### config.mk
export PLATFORM = sky130hd
export DESIGN_NAME = bss_leaf_ram
export DESIGN_NICKNAME = d
export VERILOG_FILES = /design/src/rtl/core/bss_leaf_ram.sv
export SDC_FILE = /design/constraint.sdc
export NUM_CORES = 2
export LEC_CHECK = 0
export ABC_AREA = 1
export BUFFER_PORTS_ARGS = -buffer_cell sky130_fd_sc_hd__buf_2
export CORE_MARGIN = 3
export CORE_UTILIZATION = 33
export DETAILED_ROUTE_END_ITERATION = 16
export HOLD_SLACK_MARGIN = 0.03
export PLACE_DENSITY = 0.6
export SLEW_MARGIN = 20
export SYNTH_ARGS = -nofsm -noshare
export SYNTH_HDL_FRONTEND = slang
export SYNTH_SLANG_ARGS = --single-unit
### constraint.sdc
create_clock -name clk -period 9 [get_ports clk]
set_clock_uncertainty 0.05 [all_clocks]
set_input_delay 1.8 -clock clk [delete_from_list [all_inputs] [get_ports clk]]
set_output_delay 1.8 -clock clk [all_outputs]
set_load 0.01 [all_outputs]
### src/rtl/core/bss_leaf_ram.sv
// Generic single-write, single-read synchronous RAM with registered read data.
// No dependencies.
module bss_leaf_ram #(
    parameter int WIDTH  = 64,
    parameter int DEPTH  = 64,
    parameter int ADDR_W = $clog2(DEPTH)
) (
    input  logic              clk,
    input  logic              we,
    input  logic [ADDR_W-1:0] waddr,
    input  logic [WIDTH-1:0]  wdata,
    input  logic              re,
    input  logic [ADDR_W-1:0] raddr,
    output logic [WIDTH-1:0]  rdata
);

    logic [WIDTH-1:0] mem [DEPTH];
    logic [WIDTH-1:0] rdata_reg;

    always_ff @(posedge clk)
    begin
        if (we)
        begin
            mem[waddr] <= wdata;
        end
    end

    always_ff @(posedge clk)
    begin
        if (re)
        begin
            rdata_reg <= mem[raddr];
        end
    end

    assign rdata = rdata_reg;

endmodule

==> summary.md <==
| Metric | Value |
|---|---|
| Nets | 13300 |
| Clock slew at reported path FFs | 0.06 ns |
| Power per Cell Area | 217 nW/um^2 |
| DRT iter0 DRCs | 14500 |
| Final Power | 40.2 mW |
| Area Growth Syn to Fin | 11.9% |
| Worst r2r src | mem[8][25] |
| Synth Net Count | 13500 |
| Total wire length | 532000 um |
| Worst R2R End | rdata[25] |
| Wire per inst | 26.2 um |
| # hold bufs at CTS | 0 |
| Die Width | 715 um |
| Initial Utilization | 33.2% |
| Max frequency | 206 MHz |
| Num CTS Buffers | 394 |
| Combinational Power Share | 5.7% |
| Max reg flops | 4096 |
| GRT Overall Usage | 20.1% |
| Reg2Reg Depth | 8 |
| Worst EP required | 9.75 ns |
| Type of origin of the critical path | primary input |
| Pint | 31.2 mW |
| Hold Startpoint | mem[4][12] |
| Post-route cell area | 186000 um^2 |
| Clock root cell | clkbuf_16 |
| CP max FO | 183 |
| Commonest non-fill, non-tap cell in the layout | nand2_1 |
| Postcts setup bufs | 0 |
| WHS Endpoint | rdata[12] |
| CTS tree | done |
| Seq/Total Area, Yosys | 75.3% |
| Drt first pass iters | 6 |
| Number of global-route vias before repair | 101000 |
| Overflow after GRT | 0 |
| CTS Buffer Depth | 4 |
| WP data arrival | 5.60 ns |
| Clock Latency Late Sink | 0.94 ns |
| Clk sink count | 4160 |
| Core ar. | 499000 um^2 |
| Final period util | 53.9% |
| Synth warn | 0 |
| GP Congestion | 0.773 |
| DP HPWL | 252000 um |
| Clock power share | 40.7% |
| Max cap viols | 0 |
| Flop2flop setup slack | 7.07 ns |
| Synth cell types | 15 |
| Dpl cells | 19500 |
| Worst slew pin tran | 1.26 ns |
| Die area | 511000 um^2 |
| Seq pwr share | 53.7% |
| Hold Path Stages | 8 |
| Antenna-violating nets left | 0 |
| Post_cts resized | 0 |
| Final slew viol count | 0 |
| Row count | 259 |
| Max-Slew Margin vs Limit | 16.3% |
| Boundary Pins | 143 |
| Count of final setup violators | 0 |
| Area after DPL | 173000 um^2 |
| NetSw | 9.04 mW |
| Largest net degree at the start of global routing | 201 |
| Port Buf Inserts | 142 |
| Final Util | 37.2% |
| Endpoint class of the critical path | flip-flop |
| Tmin final | 4.85 ns |
| Mapped cell area | 166000 um^2 |
| Syn Inst Count | 13400 |
| Global-route wire length before repair | 753000 um |
| H-tree depth | 5 |
| Critical path class | primary input to flip-flop |
| Via count | 109000 |
| Peak VDD IR | 0.174 mV |
| Static leakage | 63.5 nW |
| Unrepaired setup endpoints after global routing | false |
| Final hold viol count | 0 |
| Via/cell ratio | 5.36 |
| Sw Share | 22.5% |
| Fill count | 47200 |
| Share of layout cells above drive strength 1 | 7.11% |
| Antenna violations before repair | 56 |
| Fin cells | 20300 |
| Die height | 715 um |
| Most frequent cells in the layout | nand2_1 (4416), edfxtp_1 (4160), nand3_1 (3847) |
| #FFs+latches synth | 4160 |
| DRC viols | 0 |
| Sequential cell area | 125000 um^2 |
| Setup TNS | 0 ns |
| Footprint of the multi-input gates | 36600 um^2 |
| Status | finished, final reports clean |
| Syn avg cell area | 12.4 um^2 |
| Hold WC Path Type | flip-flop to flip-flop |
==> routing by layer <==
layer / track usage [%] / wire length (um) / part of all wire [%] / vias up
met4: 7.47 / 19900 / 3.7 / 10
li1: - / - / - / 47600
met2: 32.3 / 249000 / 47 / 5643
met3: 3.23 / 48900 / 9.2 / 933
met1: 27.6 / 214000 / 40 / 54500
met5: 0 / 73 / 0.014 / -
==> logic make-up after synthesis <==
logic type             Yosys count  share of synthesized area (%)
flip-flops                    4160                           75.3
AND/OR/NAND/NOR               8336                           21.8
buffers and inverters          909                           2.94
==> synth_stat cells, drive strengths merged <==
master	count	area share (%)
nand2	4416	10
edfxtp	4160	75
nand3	3847	12
buf	750	2.6
clkbuf	147	0.33
nor2	56	0.13
inv	12	0.030
nand4	9	0.034
nor4	8	0.030
==> how the worst max path moves through the flow <==
| stage | cells after the start | slack (ns) | from | end |
|---|---|---|---|---|
| final | 12 | 4.15 | raddr[0] | rdata[51] |
| after global placement | 12 | 3.37 | raddr[0] | rdata[51] |
| after CTS | 12 | 4.38 | raddr[0] | rdata[53] |
| after global routing | 12 | 4.00 | raddr[0] | rdata[53] |
| after detailed placement | 12 | 3.39 | raddr[0] | rdata[51] |
| after floorplan | 3 | -0.13 | we | mem[48][0] |
==> final cells by class <==
cell class	count	share of cell area [%]
antenna	54	0.0728
clock buffer	477	5.60
clock inverter	226	1.08
inverter	12	0.0566
multi-input combinational	8336	19.7
sequential	4160	67.3
tap	6655	4.49
timing repair buffer	354	1.69
==> worst max-delay path: stages <==
cell and delay [ns]:
buf_12 0.33, buf_12 0.66, buf_4 0.62, buf_4 0.88, nand2_1 0.11, nand3_1 0.13, nand3_1 0.09, nand3_1 0.16
nand3_1 0.12, nand2_1 0.12, nand2_1 0.08, nand2_1 0.10
==> power groups by stage <==
stage,Sequential [mW],Clock [mW],Combinational [mW]
finish,21.6,16.4,2.27
global route,21.6,17.3,2.47
CTS,21.6,16.6,2.25
detailed placement,22.0,0,2.25
global placement,22.0,0,2.23
floorplan,22.0,0,1.32
==> per-stage QoR <==
| stage | worst slack (ns) | hold WS [ns] |
|---|---|---|
| detailed placement | 3.39 | 0.804 |
| floorplan | -0.132 | 0.747 |
| global placement | 3.37 | 0.800 |
| CTS | 4.38 | 0.797 |
| finish | 4.15 | 0.794 |
| global route | 4.00 | 0.886 |
Note: power is estimated with default switching activity, not from simulation.
